--- src/design/ghp_ram.sv ---
// Generic single-write, single-read synchronous RAM with registered read data.
// No dependencies.
`default_nettype none

module ghp_ram #(
	parameter int WIDTH = 8,
	parameter int DEPTH = 16
) (
	input  wire logic                     clk,
	input  wire logic                     wr_en,
	input  wire logic [$clog2(DEPTH)-1:0] wr_addr,
	input  wire logic [WIDTH-1:0]         wr_data,
	input  wire logic                     rd_en,
	input  wire logic [$clog2(DEPTH)-1:0] rd_addr,
	output logic      [WIDTH-1:0]         rd_data
);

	logic [WIDTH-1:0] mem_q [DEPTH];

	// Write port.
	always_ff @(posedge clk) begin
		if (wr_en) begin
			mem_q[wr_addr] <= wr_data;
		end
	end

	// Registered read port; data holds while rd_en is low.
	always_ff @(posedge clk) begin
		if (rd_en) begin
			rd_data <= mem_q[rd_addr];
		end
	end

endmodule

`default_nettype wire
--- config.mk ---
export PLATFORM = sky130hd
export DESIGN_NAME = ghp_ram
export DESIGN_NICKNAME = d
export VERILOG_FILES = /design/src/design/ghp_ram.sv
export SDC_FILE = /design/constraint.sdc
export NUM_CORES = 1
export LEC_CHECK = 0
export ABC_AREA = 0
export BUFFER_PORTS_ARGS = -buffer_cell sky130_fd_sc_hd__buf_4
export CAP_MARGIN = 5
export CORE_MARGIN = 10
export CORE_UTILIZATION = 48
export DETAILED_ROUTE_END_ITERATION = 16
export PLACE_DENSITY_LB_ADDON = 0.12
export SLEW_MARGIN = 20
export SYNTH_ARGS = -nofsm -noshare
export SYNTH_HDL_FRONTEND = slang
export SYNTH_SLANG_ARGS = --single-unit
--- constraint.sdc ---
create_clock -name clk -period 5.7 [get_ports clk]
set_input_delay 1.14 -clock clk [delete_from_list [all_inputs] [get_ports clk]]
set_output_delay 1.14 -clock clk [all_outputs]
set_load 0.1 [all_outputs]
==> results of run 1 <==
-- flip-flops by register name, indices dropped and copies added (netlist names) --
signal / count
rd_data: 8
mem_q: 128
-- cells in the mapped netlist --
library cell / n / area [sq um]
mux4_1: 14 / 368
clkdlybuf4s25_2: 3 / 30.0
or3b_2: 1 / 8.76
nor2_1: 13 / 48.8
nor3_1: 4 / 20.0
buf_6: 3 / 33.8
nand3b_1: 2 / 15.0
buf_2: 3 / 15.0
a22oi_1: 16 / 120
nand3_1: 1 / 5.00
nand2_1: 9 / 33.8
and2_1: 1 / 6.26
mux4_2: 18 / 405
nand2b_1: 2 / 12.5
edfxtp_1: 136 / 4080
and2b_1: 1 / 7.51
nor2b_1: 1 / 6.26
buf_4: 1 / 7.51
-- power by group through the flow --
| stage | logic, mW | clock network [mW] | registers (mW) |
|---|---|---|---|
| floorplan | 0.0569 | 0 | 1.19 |
| global placement | 0.139 | 0 | 1.15 |
| detailed placement | 0.141 | 0 | 1.15 |
| CTS | 0.141 | 1.01 | 1.13 |
| global route | 0.148 | 1.06 | 1.13 |
| finish | 0.138 | 0.998 | 1.13 |
-- cells by family (layout without fill, tap and decap cells) --
family / Yosys count / after routing
AND/OR/NAND/NOR: 35 / 35
buffers and inverters: 10 / 57
AO/OA/AOI/OAI: 16 / 16
flip-flops: 136 / 136
multiplexers: 32 / 32
-- layer usage --
layer | up-vias | track usage [%] | wire length (microns)
li1 | 1049 | - | -
met1 | 1251 | 17.9 | 4630
met2 | 66 | 19.0 | 4810
met3 | 4 | 4.00 | 389
met4 | 0 | 3.63 | 49
met5 | - | 0 | 0
-- how the worst min path moves through the flow --
stage,start,slack (ns),endpoint,depth (start not counted)
2_1_floorplan,mem_q[7][0],0.70,rd_data[0],3
3_3_place_gp,mem_q[15][0],0.73,rd_data[0],3
3_5_place_dp,mem_q[14][7],0.74,rd_data[7],3
4_1_cts,mem_q[14][2],0.76,rd_data[2],3
5_1_grt,mem_q[12][2],0.78,rd_data[2],3
6_report,mem_q[14][7],0.75,rd_data[7],3
-- through the flow --
step | cells | util [%] | setup WS (ns)
2_1_floorplan | 229 | - | 3.07
3_3_place_gp | 385 | 51.4 | 2.62
3_5_place_dp | 385 | 51.4 | 2.59
4_1_cts | 416 | 56.5 | 3.12
5_1_grt | 416 | 56.6 | 3.17
6_report | 416 | 56.6 | 3.31
-- critical path: stages --
cell and delay (ns):
buf_4 0.48, mux4_1 0.65, a22oi_1 0.28, nand2_1 0.08
-- final cells by class --
class / count / area, sq um / area share [%]
Sequential cell: 136 / 4080 / 67.2
Clock buffer: 17 / 414 / 6.81
Multi-Input combinational cell: 83 / 1080 / 17.7
Timing Repair Buffer: 26 / 195 / 3.21
Clock inverter: 14 / 135 / 2.22
Tap cell: 140 / 175 / 2.88
-- layout by cell type (no fill, tap or decap) --
cell type	netlist	final
and2_1	1	1
nand2b_1	2	2
mux4_1	14	14
nor2b_1	1	1
nor3_2	0	4
nand3b_1	2	2
clkbuf_16	0	16
edfxtp_1	136	136
clkbuf_8	0	1
bufinv_16	0	2
nand2_1	9	9
or3b_2	1	1
mux4_2	18	18
nor2_1	13	13
and2b_1	1	1
clkinv_1	0	2
clkinvlp_4	0	1
clkinv_4	0	4
buf_4	1	26
a22oi_1	16	16
clkinv_2	0	5
nand3_1	1	1
==> results by group, run 1 <==
Outcome
  – Status: finished clean

STA
  – Crit share post-route: 42.0%
  – Worst slew margin: 34.0%
  – Hold_ws: 0.753 ns
  – Maximum clock frequency: 418 MHz
  – Final Slew Violations: 0
  – Unrepaired setup endpoints after global routing: false
  – Slew @ Worst Pin: 0.986 ns
  – Final TNS setup: 0 ns
  – Min Clock Period, post-route: ~2.4 ns
  – Final Skew: 0.0129 ns
  – Final setup viols: 0
  – Final hold vios: 0

Setup path
  – Worst reg2reg startpoint: mem_q[3][6]
  – Worst path required time: 5.96 ns
  – Worst R2R Setup Slack: 4.20 ns
  – Worst setup endpoint: rd_data[3]
  – CP Max Fanout: 32
  – CP Launch Type: input pin
  – Reg2reg end: rd_data[6]
  – Element type at the critical path end: flip-flop
  – Critical Path AT: 2.65 ns
  – Critical Path Start: rd_addr[0]
  – WS Path Type: in2reg
  – Worst Reg-to-Reg Cells: 3

Pwr
  – Pint: between 1.5 and 2 mW
  – Worst vdd ir: 0.000163 V
  – Combinational power share: 6.1%
  – Switch share: 21.3%
  – Final Power: 2.27 mW
  – Proportion of power drawn by flip-flops and latches: 49.9%
  – Clock power frac: 44.0%
  – Switching power: 0.483 mW
  – PwrDens: 373 nW/um^2
  – LEAKAGE: about 2.0 nW

Placed design
  – Final Wtd Congestion: about 0.69
  – Port bufs: 26
  – Placed inst area: 5530 sq um
  – DPL Wire Length: ~6000 microns

Route
  – Pre-Repair DR Iteration Count: 4
  – Avg Vias per Cell: 5.70
  – DR vias: around 2400
  – Total wire length: ~9900 microns
  – DR DRC count: 0
  – DR WL/cell: 23.8 microns
  – Drt first-iter violations: 237
  – Post-route ant nets: 0

Clock tree
  – Clk_lat worst skew: 0.50 ns
  – CTS H-tree depth: 4
  – Setup bufs post-CTS: 0
  – Longest Clk Path Bufs: 2
  – Num CTS Buffers: 17
  – CTS tree: yes
  – Clock Pin Slew Worst Setup and Hold Paths: approximately 0.06 ns
  – CTS Root Cell: clkbuf_8
  – Sink Count: 136
  – Post_cts resized: 0
  – CTS Hold Bufs: 0

GRT
  – GRT Total Usage: 12.9%
  – Antenna violations before repair: 0
  – Vias in the first global route: 2432
  – First-pass GRT wire length: 15100 microns
  – Largest net degree at the start of global routing: 33
  – Gr ovfl total: 0

Synth
  – Average cell area after synthesis: 22.8 sq um
  – Synth Cell Area: 5230 sq um
  – Sequential area share after synthesis: 78.1%
  – Mux cell area share after synthesis: 14.8%
  – Syn nets: 248
  – Synth unique cells: 18
  – FF+latch count, synth: around 140
  – Post-Synth Simple-Gate Area: about 3.1%
  – Synth Area in Compound Gates: 2.30%
  – Largest family of logic cells by synthesized area: multiplexers
  – Ys Warns: 0
  – Mapped Cells: 229
  – Post-Synth XOR/XNOR Area: 0%
  – Fraction of the mapped netlist area in adder cells: 0%

Die
  – Die H: 124 microns
  – Die area: 15500 sq um
  – Starting Density: 48.6%
  – I/O Pins: 27
  – Core Region: 10700 sq um
  – Die X-Extent: 124 microns
  – FP Rows: 38

Finish
  – Area Growth Syn to Fin: 16.3%
  – Filler cells: 856
  – # diodes: 0
  – Final #Nets: 283
  – Design area: around 6100 sq um
  – Fraction of layout cells with a size suffix above 1: 28.3%

Hold path
  – Hold Crit Class: reg2reg

Flow run
  – Number of max-cap violations: 0
(Power assumes the default switching activity.)
==> inputs of run 2 (changes only) <==
--- a/config.mk
+++ b/config.mk
@@ -5,7 +5,7 @@
 export SDC_FILE = /design/constraint.sdc
 export NUM_CORES = 1
 export LEC_CHECK = 0
-export ABC_AREA = 0
+export ABC_AREA = 1
 export BUFFER_PORTS_ARGS = -buffer_cell sky130_fd_sc_hd__buf_4
 export CAP_MARGIN = 5
 export CORE_MARGIN = 10
==> constraint.sdc (replaced) <==
create_clock -name clk -period 2.2 [get_ports clk]
set_input_delay 0.44 -clock clk [delete_from_list [all_inputs] [get_ports clk]]
set_output_delay 0.44 -clock clk [all_outputs]
set_load 0.1 [all_outputs]
==> results by group, run 2 <==
Outcome
  – Status: finished clean

Finish
  – Largest reg by FF count: mem_q
  – Commonest non-fill, non-tap cell in the layout: nand2_1
  – Max reg flops: 128 (unchanged)
  – Final #Nets: 612 (+120%)
  – Area Growth Syn to Fin: 14.6%
  – Design area: 6700 sq um (+10%)
  – Util after Layout: 56.0% (-0.60 points)
  – Fraction of layout cells with a size suffix above 1: 11.2% (-17 points)
  – Top Registers: mem_q (128), rd_data (8)
  – Most frequent cells in the layout: nand2_1, edfxtp_1, inv_1
  – # diodes: 0 (unchanged)

Flow run
  – Number of max-cap violations: 0 (unchanged)

GRT
  – Largest net degree at the start of global routing: 34 (+3.0%)
  – GRT Total Usage: 17.1% (+4.2 points)
  – First-pass GRT wire length: 21200 microns (+41%)
  – Vias in the first global route: 3805 (+56%)
  – Gr ovfl total: 0 (unchanged)
  – Antenna violations before repair: 0 (unchanged)

Clock tree
  – Num CTS Buffers: 17 (unchanged)
  – Clock Pin Slew Worst Setup and Hold Paths: 0.06 ns (about the same)
  – CTS tree: yes
  – CTS Root Cell: clkbuf_16
  – Longest Clk Path Bufs: 2 (unchanged)
  – Post_cts resized: 0 (unchanged)
  – Clk_lat worst skew: 0.42 ns (-0.08 ns)
  – Sink Count: 136 (unchanged)
  – Setup bufs post-CTS: 0 (unchanged)
  – CTS H-tree depth: 4 (unchanged)
  – CTS Hold Bufs: 0 (unchanged)

Placed design
  – Final Wtd Congestion: 0.835 (+22%)
  – DPL Wire Length: 8130 microns (+36%)
  – Placed inst area: 6220 sq um (+12%)
  – Port bufs: 26 (unchanged)

Setup path
  – Crit path cell chain: buf_4
  – Element type at the critical path end: primary output
  – Worst path required time: 1.76 ns (-4.20 ns)
  – Critical Path AT: 1.07 ns (-1.58 ns)
  – WS Path Type: reg2out
  – Slowest stage cell, crit path: edfxtp_1
  – Buf+Inv Stages, Crit Path: 1 (unchanged)
  – Slowest Stage Delay on Critical Path: 0.35 ns (-0.30 ns)
  – Cell family with most CP delay: flip-flops
  – CP Max Fanout: 1 (-97%)
  – CP Launch Type: flip-flop
  – Critical Path Start: rd_data[4]
  – Worst reg2reg startpoint: mem_q[9][0]

Synth
  – Most numerous cell in the Yosys netlist: nand2_1
  – Mapped Cells: 551 (+140%)
  – Most frequent cells after synthesis: nand2_1, edfxtp_1, inv_1, nand3_1, nor2_1
  – Ys async rst share: 0% (unchanged)
  – Yosys top cell area share: 69.8% (-8.3 points)
  – Syn nets: 570 (+130%)
  – Synth unique cells: 11 (-7)
  – Sequential area share after synthesis: 69.8% (-8.3 points)
  – Leading register cell type out of synthesis: edfxtp_1
  – Synth Cell Area: 5850 sq um (+12%)
  – FF+latch count, synth: 136 (unchanged)
  – Average cell area after synthesis: 10.6 sq um (-54%)
  – Ys Warns: 0 (unchanged)
  – Synth top area cells: edfxtp_1, nand2_1, nand3_1
  – Post-synth EDFFs: 136 (unchanged)
  – Post-synth top area cell: edfxtp_1

Die
  – Core Region: 12000 sq um (+11%)
  – Starting Density: 48.9% (+0.23 points)
  – I/O Pins: 27 (unchanged)
  – Die area: 17000 sq um (+9.9%)
  – Die X-Extent: 130 microns (+4.8%)
  – Die H: 130 microns (+4.8%)
  – FP Rows: 40 (+5.3%)

Pwr
  – Switch share: 22.8% (+1.5 points)
  – Combinational power share: 7.9% (+1.8 points)
  – Worst vdd ir: 0.000484 V (+200%)
  – Clock power frac: 41.0% (-3.0 points)
  – PwrDens: 858 nW/um^2 (+130%)
  – Proportion of power drawn by flip-flops and latches: 51.1% (+1.2 points)
  – Pint: 4.44 mW (+150%)
  – Switching power: 1.31 mW (+170%)
  – LEAKAGE: 2.90 nW (+44%)

STA
  – Maximum clock frequency: 662 MHz
  – Final Slew Violations: 0 (unchanged)
  – Min Clock Period, post-route: 1.51 ns
  – Unrepaired setup endpoints after global routing: false
  – Final TNS setup: 0 ns (unchanged)
  – Worst slew margin: 51.7% (+18 points)
  – Final Skew: 0.00573 ns (-0.00719 ns)
  – Slew @ Worst Pin: 0.721 ns (-0.265 ns)
  – Final setup viols: 0 (unchanged)
  – Crit share post-route: 68.6%
  – Final hold vios: 0 (unchanged)

Route
  – Drt first-iter violations: 307 (+30%)
  – DR WL/cell: 17.8 microns (-25%)
  – DR DRC count: 0 (unchanged)
  – Post-route ant nets: 0 (unchanged)
  – Total wire length: 13400 microns (+36%)
  – DR vias: 3829 (+62%)
  – Pre-Repair DR Iteration Count: 5 (+1)
  – Avg Vias per Cell: 5.09 (-11%)

Hold path
  – Hold Crit Class: in2reg
  – Min-delay src: rd_en
==> run 2: final timing paths <==
check | endpoint | slack [ns] | depth (start not counted)
max | rd_data[4] | 0.69 | 1
min | rd_data[5] | 0.32 | 1
max reg2reg | rd_data[0] | 0.98 | 6
min reg2reg | rd_data[2] | 0.75 | 6
==> run 2: metrics by stage <==
| step | power, mW | std cells | hold WS (ns) | setup WS, ns |
|---|---|---|---|---|
| final | 5.75 | 752 | 0.322 | 0.690 |
| after global routing | 5.96 | 752 | 0.316 | 0.641 |
| after CTS | 5.79 | 752 | 0.307 | 0.669 |
| after detailed placement | 3.44 | 721 | 0.745 | 0.369 |
| after global placement | 3.44 | 721 | 0.739 | 0.378 |
| after floorplan | 3.28 | 551 | 0.539 | 0.809 |
==> run 2: layer usage <==
metal,track usage (%),up-vias,wire length [microns]
met1,23.5,1801,6340
met4,8.50,0,376
li1,-,1864,-
met5,0,-,0
met2,24.8,135,5790
met3,4.18,29,910
==> run 2: cell type report <==
cell class,instances,area [sq um]
repair buffers,47,353
clock inverters,8,32.5
flip-flops and latches,136,4080
clock buffers,23,448
multi-input cells,289,1210
inverters,102,383
fillers,1019,5260
well taps,147,184
==> run 2: cell families (layout without fill, tap and decap cells) <==
group / count (synthesis) / in the layout / share of synthesized area, %
DFF: 136 / 136 / 69.8
and+or+nand+nor: 289 / 289 / 20.8
buffers and inverters: 126 / 180 / 9.39
==> run 2: power by group through the flow <==
stage	clock network (mW)	logic, mW	registers, mW
2_1_floorplan	0	0.205	3.08
3_3_place_gp	0	0.453	2.99
3_5_place_dp	0	0.457	2.99
4_1_cts	2.39	0.458	2.94
5_1_grt	2.52	0.497	2.94
6_report	2.36	0.456	2.94
==> inputs of run 3 (changes only) <==
==> constraint.sdc (replaced) <==
create_clock -name clk -period 1.42 [get_ports clk]
set_input_delay 0.284 -clock clk [delete_from_list [all_inputs] [get_ports clk]]
set_output_delay 0.284 -clock clk [all_outputs]
set_load 0.1 [all_outputs]
==> results by group, run 3 (synthesis gave the netlist of run 2 again) <==
Die
  – Die X-Extent: 130 microns (unchanged)
  – Die H: 130 microns (unchanged)
  – FP Rows: 40 (unchanged)
  – I/O Pins: 27 (unchanged)
  – Die area: 17000 sq um (unchanged)
  – Starting Density: 48.9% (unchanged)
  – Core Region: 12000 sq um (unchanged)

Setup path
  – Crit path cell chain: buf_4
  – Buf+Inv Stages, Crit Path: 1 (unchanged)
  – WS Path Type: reg2out
  – CP Max Fanout: 1 (unchanged)
  – Worst reg2reg startpoint: mem_q[0][3]
  – Worst R2R Setup Slack: 0.27 ns (-0.71 ns)
  – Slowest Stage Delay on Critical Path: 0.37 ns (+0.02 ns)
  – Critical Path AT: 1.09 ns (+0.02 ns)
  – Cell family with most CP delay: flip-flops
  – CP Launch Type: flip-flop
  – Critical Path Start: rd_data[0]
  – Slowest stage cell, crit path: edfxtp_1
  – Worst path required time: 1.14 ns (-0.62 ns)
  – Element type at the critical path end: primary output

Clock tree
  – Setup bufs post-CTS: 0 (unchanged)
  – CTS Hold Bufs: 0 (unchanged)
  – Clock Pin Slew Worst Setup and Hold Paths: 0.06 ns (about the same)
  – CTS Root Cell: clkbuf_16
  – CTS tree: yes
  – Longest Clk Path Bufs: 2 (unchanged)
  – Clk_lat worst skew: 0.42 ns (about the same)
  – Num CTS Buffers: 17 (unchanged)
  – CTS H-tree depth: 4 (unchanged)
  – Sink Count: 136 (unchanged)

Finish
  – Top Registers: mem_q (128), rd_data (8)
  – Max reg flops: 128 (unchanged)
  – Commonest non-fill, non-tap cell in the layout: nand2_1
  – Fraction of layout cells with a size suffix above 1: 14.2% (+3.0 points)
  – Area Growth Syn to Fin: 18.8%
  – Final #Nets: 619 (+1.1%)
  – # diodes: 0 (unchanged)
  – Most frequent cells in the layout: nand2_1, edfxtp_1, inv_1
  – Design area: 6950 sq um (+3.7%)
  – Largest reg by FF count: mem_q

Route
  – DR DRC count: 0 (unchanged)
  – Total wire length: 13600 microns (+1.1%)
  – DR WL/cell: 17.9 microns (about the same)
  – Avg Vias per Cell: 5.11 (+0.29%)
  – Pre-Repair DR Iteration Count: 5 (unchanged)
  – Post-route ant nets: 0 (unchanged)
  – DR vias: 3881 (+1.4%)
  – Drt first-iter violations: 402 (+31%)

GRT
  – GRT Total Usage: 17.2% (+0.056 points)
  – Largest net degree at the start of global routing: 34 (unchanged)
  – First-pass GRT wire length: 21400 microns (+0.94%)
  – Vias in the first global route: 3776 (-0.76%)
  – Antenna violations before repair: 0 (unchanged)
  – Gr ovfl total: 0 (unchanged)

STA
  – Unrepaired setup endpoints after global routing: false
  – Slew @ Worst Pin: 0.622 ns (-0.0998 ns)
  – Maximum clock frequency: approximately 730 MHz
  – Final TNS setup: 0 ns (unchanged)
  – Final hold vios: 0 (unchanged)
  – Worst slew margin: 58.5% (+6.8 points)
  – Final setup viols: 0 (unchanged)
  – Final Skew: 0.00934 ns (+0.00361 ns)
  – Hold_ws: 0.171 ns (-0.151 ns)
  – Final Worst Setup Slack: 0.0486 ns (-0.642 ns)
  – Final Slew Violations: 0 (unchanged)
  – Crit share post-route: ~97%
  – Min Clock Period, post-route: between 1 and 1.5 ns

Placed design
  – Port bufs: 26 (unchanged)
  – Placed inst area: 6310 sq um (+1.4%)
  – DPL Wire Length: 8540 microns (+5.0%)
  – Final Wtd Congestion: 0.854 (+2.3%)
  – Pre-CTS setup slack: -0.112 ns (-0.481 ns)

Flow run
  – Number of max-cap violations: 0 (unchanged)

Pwr
  – PwrDens: 1440 nW/um^2 (+68%)
  – LEAKAGE: 3.02 nW (+4.4%)
  – Worst vdd ir: 0.000785 V (+62%)
  – Final Power: 10.0 mW (+74%)

Hold path
  – Hold Crit Class: in2reg
  – Min-delay src: rd_en

Outcome
  – Status: finished clean
-- run 3: worst paths after layout --
check / endpoint / cells after the start
hold reg to reg: rd_data[5] / 6
hold / removal: rd_data[7] / 1
setup reg to reg: rd_data[3] / 6
setup / recovery: rd_data[0] / 1
-- run 3: timing repair --
action | 4_1_cts | 5_1_grt
endpoints found under the setup margin | 1 | 1
gates resized for setup | 1 | 1
gates cloned | 0 | 0
-- run 3: power by group --
part           internal, mW  leakage [nW]  switching (mW)  total [mW]
Clock                  3.09         0.310            1.63        4.71
Combinational         0.203          1.48           0.531       0.734
Sequential             4.52          1.24          0.0289        4.55
Total                  7.81          3.02            2.19        10.0
-- run 3: per-stage QoR --
| stage | util [%] | instances |
|---|---|---|
| detailed placement | 52.7 | 728 |
| global route | 58.1 | 760 |
| floorplan | - | 551 |
| CTS | 58.1 | 760 |
| global placement | 52.7 | 728 |
| finish | 58.1 | 760 |
-- run 3: final cells by class --
class | count | area, sq um
multi-input cells | 289 | 1210
clock buffers | 17 | 425
clock inverters | 15 | 208
well taps | 147 | 184
repair buffers | 54 | 450
inverters | 102 | 383
fillers | 1014 | 5010
flip-flops and latches | 136 | 4080
-- run 3: routing by layer --
layer / wire length (microns) / track usage, %
met1: 6410 / 23.8
met3: 864 / 3.85
met5: 0 / 0
met2: 5930 / 25.0
met4: 366 / 8.37
